$ cat config.mk
export PLATFORM = sky130hd
export DESIGN_NAME = websocket_frame_deframer_unit
export DESIGN_NICKNAME = d
export VERILOG_FILES = /design/src/rtl/core/wsfd_pkg.sv /design/src/rtl/core/websocket_frame_deframer_unit.sv
export VERILOG_INCLUDE_DIRS = /design/src /design/src/rtl/core
export SDC_FILE = /design/constraint.sdc
export NUM_CORES = 1
export LEC_CHECK = 0
export BUFFER_PORTS_ARGS = -buffer_cell sky130_fd_sc_hd__buf_2
export CAP_MARGIN = 10
export CORE_MARGIN = 10
export CORE_UTILIZATION = 25
export CTS_BUF_LIST = sky130_fd_sc_hd__clkbuf_16
export DETAILED_ROUTE_END_ITERATION = 10
export PLACE_DENSITY_LB_ADDON = 0.2
export REMOVE_ABC_BUFFERS = 1
export SYNTH_ARGS = -nofsm -noshare
export SYNTH_HDL_FRONTEND = slang
export SYNTH_SLANG_ARGS = --single-unit
$ cat constraint.sdc
create_clock -name clock -period 8.65 [get_ports clock]
set_input_delay 0.4325 -clock clock [delete_from_list [all_inputs] [get_ports clock]]
set_output_delay 0.4325 -clock clock [all_outputs]
set_load 0.02 [all_outputs]
$ cat src/rtl/core/websocket_frame_deframer_unit_macros.svh
// Assertion helpers for the frame deframer.
`ifndef WEBSOCKET_FRAME_DEFRAMER_UNIT_MACROS_SVH
`define WEBSOCKET_FRAME_DEFRAMER_UNIT_MACROS_SVH

// Same-cycle implication, disabled while reset is high.
`define WSFD_ASSERT_NOW(label, clk, rst, ante, cons, msg) \
   label: assert property (@(posedge clk) disable iff (rst) (ante) |-> (cons)) else $error(msg);

// Next-cycle implication, disabled while reset is high.
`define WSFD_ASSERT_NEXT(label, clk, rst, ante, cons, msg) \
   label: assert property (@(posedge clk) disable iff (rst) (ante) |=> (cons)) else $error(msg);

`endif

$ cat src/rtl/core/wsfd_pkg.sv
package wsfd_pkg;

   // Parse phases of the receive side
   typedef enum logic [2:0] {
      PH_HDR0,
      PH_HDR1,
      PH_EXT,
      PH_MASK,
      PH_DATA,
      PH_CLOSED
   } phase_type;

   // What to do with payload bytes of the current frame
   typedef enum logic [1:0] {
      ACT_DRAIN,
      ACT_TEXT,
      ACT_PING
   } action_type;

   // Result event codes
   typedef enum logic [2:0] {
      EV_TEXT_BYTE,
      EV_PING_BYTE,
      EV_TEXT_EMPTY,
      EV_PING_EMPTY,
      EV_CLOSE,
      EV_TEXT_LONG,
      EV_PING_LONG
   } event_type;

   localparam int unsigned CAP_W    = 21;
   localparam int unsigned LEN_W    = 64;
   localparam int unsigned EXT_W    = 4;

   localparam logic [CAP_W-1:0] CAPACITY_RESET = 21'd4096;
   localparam logic [6:0]       PING_MAX_BYTES = 7'd125;

   localparam logic [3:0] OP_CONT  = 4'h0;
   localparam logic [3:0] OP_TEXT  = 4'h1;
   localparam logic [3:0] OP_CLOSE = 4'h8;
   localparam logic [3:0] OP_PING  = 4'h9;

   localparam logic [6:0] LEN7_EXT16 = 7'd126;
   localparam logic [6:0] LEN7_EXT64 = 7'd127;

   localparam logic [EXT_W-1:0] EXT16_BYTES = 4'd2;
   localparam logic [EXT_W-1:0] EXT64_BYTES = 4'd8;

endpackage

$ cat src/rtl/core/websocket_frame_deframer_unit.sv
// WebSocket receive-side frame deframer.
// Input channel req_*: one received byte per beat (req_rx_byte), taken at an
// edge where req_valid is high and req_stall is low. Result channel rsp_*:
// at most one event per input byte (kind, unmasked data byte, last flag).
// Configuration: csr_wr_en writes csr_wr_data into the payload capacity;
// write only while no byte is in flight.
// Results are registered: rsp_* is driven straight from the output register.
// Throughput: one byte per cycle while req_stall is low; header parsing, the 64-bit
// length count and unmasking are all done in the single register stage per byte.
// Stall: the result register is backed by one skid entry, so a byte is still
// taken in the cycle the receiver first stalls; req_stall rises only once the
// skid entry holds a result, and falls the cycle after the receiver drains it.
// Reset (synchronous, active high): parser returns to the first header byte,
// capacity returns to 4096, the result and skid entries are emptied.
// After a close frame every byte is taken and dropped until reset.
`include "websocket_frame_deframer_unit_macros.svh"

module websocket_frame_deframer_unit (
   input  logic                        clock,
   input  logic                        reset,
   input  logic                        csr_wr_en,
   input  logic [wsfd_pkg::CAP_W-1:0]  csr_wr_data,
   input  logic                        req_valid,
   output logic                        req_stall,
   input  logic [7:0]                  req_rx_byte,
   output logic                        rsp_valid,
   input  logic                        rsp_stall,
   output logic [2:0]                  rsp_event_kind,
   output logic [7:0]                  rsp_data_byte,
   output logic                        rsp_last_of_frame
);
   import wsfd_pkg::*;

   // Parser state
   logic [CAP_W-1:0] cap_ff, cap_in;
   phase_type        phase_ff, phase_in;
   logic [3:0]       opcode_ff, opcode_in;
   logic             mask_ff, mask_in;
   logic [EXT_W-1:0] ext_left_ff, ext_left_in;
   logic [LEN_W-1:0] rem_ff, rem_in;
   logic [7:0]       key_ff [4];
   logic [7:0]       key_in [4];
   logic [1:0]       pos_ff, pos_in;
   action_type       action_ff, action_in;

   // Result and skid entries
   logic             out_valid_ff, out_valid_in;
   event_type        out_kind_ff, out_kind_in;
   logic [7:0]       out_data_ff, out_data_in;
   logic             out_last_ff, out_last_in;
   logic             skid_valid_ff, skid_valid_in;
   event_type        skid_kind_ff, skid_kind_in;
   logic [7:0]       skid_data_ff, skid_data_in;
   logic             skid_last_ff, skid_last_in;

   // Per-beat decode
   logic             accept;
   logic             out_take;
   logic [6:0]       len7;
   logic             len7_ext;
   logic [LEN_W-1:0] len_ext;
   logic [LEN_W-1:0] hdr_len;
   logic             hdr_end;
   logic             len_zero;
   logic             len_ping_long;
   logic             len_text_long;
   logic             hdr_emit;
   event_type        hdr_kind;
   action_type       hdr_action;
   logic             hdr_closed;
   logic [7:0]       unmasked;
   logic             res_valid;
   event_type        res_kind;
   logic [7:0]       res_data;
   logic             res_last;

   assign req_stall = skid_valid_ff;
   assign accept    = req_valid && !skid_valid_ff;
   assign out_take  = out_valid_ff && !rsp_stall;

   assign len7     = req_rx_byte[6:0];
   assign len7_ext = (len7 == LEN7_EXT16) || (len7 == LEN7_EXT64);
   assign len_ext  = {rem_ff[LEN_W-9:0], req_rx_byte};
   assign unmasked = req_rx_byte ^ (mask_ff ? key_ff[pos_ff] : 8'h00);

   // Pick the frame length as it stands when the header completes
   always_comb begin
      case (phase_ff)
         PH_HDR1: hdr_len = {{(LEN_W-7){1'b0}}, len7};
         PH_EXT:  hdr_len = len_ext;
         default: hdr_len = rem_ff;
      endcase
   end

   // Flag the byte that finishes the header
   always_comb begin
      case (phase_ff)
         PH_HDR1: hdr_end = !len7_ext && !req_rx_byte[7];
         PH_EXT:  hdr_end = (ext_left_ff == EXT_W'(1)) && !mask_ff;
         PH_MASK: hdr_end = (pos_ff == 2'd3);
         default: hdr_end = 1'b0;
      endcase
   end

   assign len_zero      = (hdr_len == '0);
   assign len_ping_long = (|hdr_len[LEN_W-1:7]) || (hdr_len[6:0] > PING_MAX_BYTES);
   assign len_text_long = (hdr_len >= {{(LEN_W-CAP_W){1'b0}}, cap_ff});

   // Decide the payload handling from opcode and length
   always_comb begin
      hdr_emit   = 1'b0;
      hdr_kind   = EV_CLOSE;
      hdr_action = ACT_DRAIN;
      hdr_closed = 1'b0;
      case (opcode_ff)
         OP_CLOSE: begin
            hdr_emit   = 1'b1;
            hdr_closed = 1'b1;
         end
         OP_PING: begin
            if (len_ping_long) begin
               hdr_emit = 1'b1;
               hdr_kind = EV_PING_LONG;
            end else if (len_zero) begin
               hdr_emit = 1'b1;
               hdr_kind = EV_PING_EMPTY;
            end else begin
               hdr_action = ACT_PING;
            end
         end
         OP_CONT, OP_TEXT: begin
            if (len_text_long) begin
               hdr_emit = 1'b1;
               hdr_kind = EV_TEXT_LONG;
            end else if (len_zero) begin
               hdr_emit = 1'b1;
               hdr_kind = EV_TEXT_EMPTY;
            end else begin
               hdr_action = ACT_TEXT;
            end
         end
         default: begin
            hdr_action = ACT_DRAIN;
         end
      endcase
   end

   // Next parser state
   always_comb begin
      phase_in    = phase_ff;
      opcode_in   = opcode_ff;
      mask_in     = mask_ff;
      ext_left_in = ext_left_ff;
      rem_in      = rem_ff;
      key_in      = key_ff;
      pos_in      = pos_ff;
      action_in   = action_ff;
      if (accept) begin
         case (phase_ff)
            PH_HDR0: begin
               opcode_in = req_rx_byte[3:0];
               phase_in  = PH_HDR1;
            end
            PH_HDR1: begin
               mask_in = req_rx_byte[7];
               rem_in  = '0;
               if (len7 == LEN7_EXT16) begin
                  ext_left_in = EXT16_BYTES;
                  phase_in    = PH_EXT;
               end else if (len7 == LEN7_EXT64) begin
                  ext_left_in = EXT64_BYTES;
                  phase_in    = PH_EXT;
               end else begin
                  rem_in      = {{(LEN_W-7){1'b0}}, len7};
                  ext_left_in = '0;
                  if (req_rx_byte[7]) begin
                     pos_in   = 2'd0;
                     phase_in = PH_MASK;
                  end
               end
            end
            PH_EXT: begin
               rem_in      = len_ext;
               ext_left_in = ext_left_ff - EXT_W'(1);
               if ((ext_left_ff == EXT_W'(1)) && mask_ff) begin
                  pos_in   = 2'd0;
                  phase_in = PH_MASK;
               end
            end
            PH_MASK: begin
               key_in[pos_ff] = req_rx_byte;
               pos_in         = pos_ff + 2'd1;
            end
            PH_DATA: begin
               pos_in = pos_ff + 2'd1;
               rem_in = rem_ff - LEN_W'(1);
               if (rem_ff == LEN_W'(1)) begin
                  phase_in = PH_HDR0;
               end
            end
            default: begin
               phase_in = phase_ff;
            end
         endcase
         // Header complete: set up the payload
         if (hdr_end) begin
            pos_in    = 2'd0;
            action_in = hdr_action;
            if (hdr_closed) begin
               phase_in = PH_CLOSED;
            end else if (len_zero) begin
               phase_in = PH_HDR0;
            end else begin
               phase_in = PH_DATA;
            end
         end
      end
   end

   // Result of the current beat
   always_comb begin
      res_valid = 1'b0;
      res_kind  = EV_TEXT_BYTE;
      res_data  = 8'h00;
      res_last  = 1'b1;
      if (accept && hdr_end) begin
         res_valid = hdr_emit;
         res_kind  = hdr_kind;
      end else if (accept && (phase_ff == PH_DATA)) begin
         res_last = (rem_ff == LEN_W'(1));
         case (action_ff)
            ACT_TEXT: begin
               res_valid = 1'b1;
               res_kind  = EV_TEXT_BYTE;
               res_data  = unmasked;
            end
            ACT_PING: begin
               res_valid = 1'b1;
               res_kind  = EV_PING_BYTE;
               res_data  = unmasked;
            end
            default: begin
               res_valid = 1'b0;
            end
         endcase
      end
   end

   // Steer results into the output register or the skid entry
   always_comb begin
      out_valid_in  = out_valid_ff;
      out_kind_in   = out_kind_ff;
      out_data_in   = out_data_ff;
      out_last_in   = out_last_ff;
      skid_valid_in = skid_valid_ff;
      skid_kind_in  = skid_kind_ff;
      skid_data_in  = skid_data_ff;
      skid_last_in  = skid_last_ff;
      if (skid_valid_ff) begin
         if (out_take) begin
            out_valid_in  = 1'b1;
            out_kind_in   = skid_kind_ff;
            out_data_in   = skid_data_ff;
            out_last_in   = skid_last_ff;
            skid_valid_in = 1'b0;
         end
      end else if (!out_valid_ff || out_take) begin
         out_valid_in = res_valid;
         out_kind_in  = res_kind;
         out_data_in  = res_data;
         out_last_in  = res_last;
      end else if (res_valid) begin
         skid_valid_in = 1'b1;
         skid_kind_in  = res_kind;
         skid_data_in  = res_data;
         skid_last_in  = res_last;
      end
   end

   // Control registers
   always_ff @(posedge clock) begin
      if (reset) begin
         cap_ff        <= CAPACITY_RESET;
         phase_ff      <= PH_HDR0;
         opcode_ff     <= '0;
         mask_ff       <= 1'b0;
         ext_left_ff   <= '0;
         rem_ff        <= '0;
         key_ff        <= '{default: 8'h00};
         pos_ff        <= 2'd0;
         action_ff     <= ACT_DRAIN;
         out_valid_ff  <= 1'b0;
         skid_valid_ff <= 1'b0;
      end else begin
         if (csr_wr_en) begin
            cap_ff <= csr_wr_data;
         end
         phase_ff      <= phase_in;
         opcode_ff     <= opcode_in;
         mask_ff       <= mask_in;
         ext_left_ff   <= ext_left_in;
         rem_ff        <= rem_in;
         key_ff        <= key_in;
         pos_ff        <= pos_in;
         action_ff     <= action_in;
         out_valid_ff  <= out_valid_in;
         skid_valid_ff <= skid_valid_in;
      end
   end

   // Result payload registers
   always_ff @(posedge clock) begin
      out_kind_ff  <= out_kind_in;
      out_data_ff  <= out_data_in;
      out_last_ff  <= out_last_in;
      skid_kind_ff <= skid_kind_in;
      skid_data_ff <= skid_data_in;
      skid_last_ff <= skid_last_in;
   end

   assign rsp_valid         = out_valid_ff;
   assign rsp_event_kind    = out_kind_ff;
   assign rsp_data_byte     = out_data_ff;
   assign rsp_last_of_frame = out_last_ff;

   // Checks
   `WSFD_ASSERT_NOW(a_skid_behind_out, clock, reset, skid_valid_ff, out_valid_ff, "skid entry full while output register empty")
   `WSFD_ASSERT_NEXT(a_closed_sticky, clock, reset, phase_ff == PH_CLOSED, phase_ff == PH_CLOSED, "parser left the closed phase")
   `WSFD_ASSERT_NEXT(a_text_byte_kept, clock, reset, accept && (phase_ff == PH_DATA) && (action_ff == ACT_TEXT), out_valid_ff, "text payload beat produced no result")
   `WSFD_ASSERT_NOW(a_event_no_data, clock, reset, out_valid_ff && (out_kind_ff != EV_TEXT_BYTE) && (out_kind_ff != EV_PING_BYTE), (out_data_ff == 8'h00) && out_last_ff, "frame event carries data or lacks last flag")

endmodule

==> results.cfg <==
[run_status]
outcome = complete, no violations

[global_route]
antenna_found_initial = 0
grt_usage_pct = 13.0
grt_overflow_total = 0
grt_pass1_vias = 8655
grt_first_pass_wirelength_um = 49500
grt_max_degree = 80

[layout]
drive_gt1_share_pct = 10.8
final_common_cell = nand2_1
final_cell_count_no_fill = 1713
nets = 1253
syn2layout_area_growth_pct = 12.5
final_cell_mix = 170 x nand2_1, 135 x dfxtp_1, 123 x a21oi_1
antenna_cells = 0
fill_cells = 4138

[worst_setup_path]
worstPathArrival_ns = 4.99
worstSetupPathType = reg -> reg
crit_path_start_kind = flip-flop
r2r.worst_path.cells = 12
r2r-start = phase_ff[0]
critPathCaptureType = flip-flop
rrSetupSlack_ns = 3.72
crit_required_ns = 8.71
crit_start = phase_ff[0]
rr_endpoint = skid_last_ff
cp_max_fo = 31

[synth]
ys_seq_area_share_pct = 35.9
syn_area_sq_um = 9530
synth_top_family_by_area = simple AND/OR/NAND/NOR gates
synth_xor_area_share_pct = 1.65
synth_compound_area_share_pct = 21.2
synthFlopType = dfxtp_1
synth-seq-cells = 159
ys_warn_count = 0
synth_mux_area_share_pct = 5.21
synth_edf_count = 24
synthArstFlopShare_pct = 0
synthCells = 1212
synthSimpleGateAreaFrac_pct = 26.4
ys_types = 77
synthAdderAreaFrac_pct = 3.94
synth.avg_cell_area_sq_um = 7.86

[timing]
slew_headroom_pct = 21.2
timing_worst_slew_pin_value_ns = 1.17
fin_setup_tns_ns = 0
post-route-period-util_pct = 57.0
fmax_ghz = 0.203
hold_viol_final = 0
setup_viol = 0
skew_ns = 0.00965
finalCriticalPeriod_ns = 4.93
rsz0062_at_grt = false
maxSlewViolCount = 0

[clock_tree]
cts_hold_buffers = 0
cts.repair.resized = 0
cts_root_buffer = clkbuf_16
htreeDepth = 4
cts-buffers-inserted = 17
postCtsSetupBuffers = 0
clk_transition_reported_paths_ns = 0.07
insertion_delay_ns = 0.44
clockBufferDepth = 2
cts_tree = yes
clock-sinks = 159

[power_and_ir_drop]
leakage_nw = 3.99
power_density_nw_per_um2 = 190
ir_drop_uv = 150

[route]
routed_wl_um = 30700
viasPerCell = 5.14
dr.pass1.iters = 5
ant_nets = 0
via_count = 8805
drc = 0
routedWlPerCell_um = 17.9
first_iter_violations = 531

[floorplanning]
initial_core_util_pct = 25.3
rows = 71
coreArea_sq_um = 37700
fp.dieH_um = 215
ios = 48
die_x_um = 215
die-area_sq_um = 46300

[min_path]
hp-class = in -> reg
holdPathStages = 3
hold_start = csr_wr_data[12]
hold_path_end = cap_ff[12]

[placement]
globalplace.congestion = 0.827
place.detailed.hpwl_um = 20600
dp.cells = 1681
numPortBuffers = 47

[flow_run]
drv_cap = 0
==> stage by stage <==
step	hold WS (ns)	power, mW	worst slack (ns)	utilization [%]	instance area (sq um)
floorplan	0.420	1.11	1.20	-	9120
global placement	0.439	1.27	3.80	26.9	10100
detailed placement	0.444	1.27	3.70	26.9	10100
CTS	0.197	2.06	3.69	28.5	10700
global route	0.238	2.14	3.25	28.5	10700
finish	0.217	2.04	3.72	28.5	10700
==> kinds of logic after synthesis <==
logic type      count (synthesis)
buf+inv                       134
simple gates                  512
xor+xnor                       18
mux                            39
fa+ha+maj                      30
flops                         159
compound gates                320
==> cells in the mapped netlist (19+ instances only) <==
| cell type | number | area, sq um |
|---|---|---|
| nand3_1 | 59 | 295 |
| mux2i_1 | 26 | 260 |
| or3_1 | 19 | 119 |
| clkbuf_1 | 79 | 297 |
| inv_1 | 34 | 128 |
| a21oi_1 | 124 | 621 |
| dfxtp_1 | 135 | 2700 |
| edfxtp_1 | 24 | 721 |
| o21ai_0 | 70 | 350 |
| nor2_1 | 112 | 420 |
| nor4_1 | 23 | 144 |
| ha_1 | 30 | 375 |
| nand2_1 | 171 | 642 |
| nor3_1 | 34 | 170 |
==> where the power goes <==
group / internal [mW] / switching (mW)
combinational: 0.150 / 0.298
clock: 0.436 / 0.352
sequential: 0.768 / 0.0343
==> state kept, by name (all words and copies together), names as in the netlist, 4 cells and up <==
signal and cells:
ext_left_ff 4, rem_ff 64, rsp_data_byte 8, cap_ff 21, key_ff 32, opcode_ff 4
skid_data_ff 8
==> worst max-delay path, cell delays in order (launching register included) <==
cell      delay [ns]
dfxtp_1         1.01
nand2b_1        0.16
a21oi_1         0.89
nand2_1         0.17
a21boi_0        0.18
ha_1            0.31
nand2b_1        0.10
a2111o_1        0.13
a32oi_1         0.08
a311o_1         0.40
nand3_1         0.12
o21ai_1         0.12
a221oi_2        0.86
==> worst max path at each step <==
stage                            to  slack [ns]  depth (start not counted)
finish                 skid_last_ff        3.72                         12
floorplan           skid_data_ff[0]        1.20                         11
detailed placement  skid_data_ff[1]        3.70                         12
CTS                 skid_data_ff[3]        3.69                         12
global placement    skid_data_ff[5]        3.80                         12
global route           skid_last_ff        3.25                         12
==> final cells by class <==
| class | instances | area (sq um) | area share (%) |
|---|---|---|---|
| multi-input combinational | 919 | 5600 | 52.3 |
| sequential | 159 | 3420 | 31.9 |
| tap | 511 | 639 | 5.96 |
| clock buffer | 17 | 425 | 3.97 |
| timing repair buffer | 58 | 320 | 2.99 |
| clock inverter | 15 | 180 | 1.68 |
| inverter | 34 | 128 | 1.19 |
==> layer usage <==
layer | track usage (%) | vias to the layer above | wire [um]
li1 | - | 4352 | -
met3 | 1.63 | 27 | 1140
met5 | 0 | - | 0
met2 | 21.4 | 167 | 14600
met1 | 17.4 | 4259 | 14600
met4 | 3.78 | 0 | 376
Note: power is estimated with default switching activity, not from simulation.
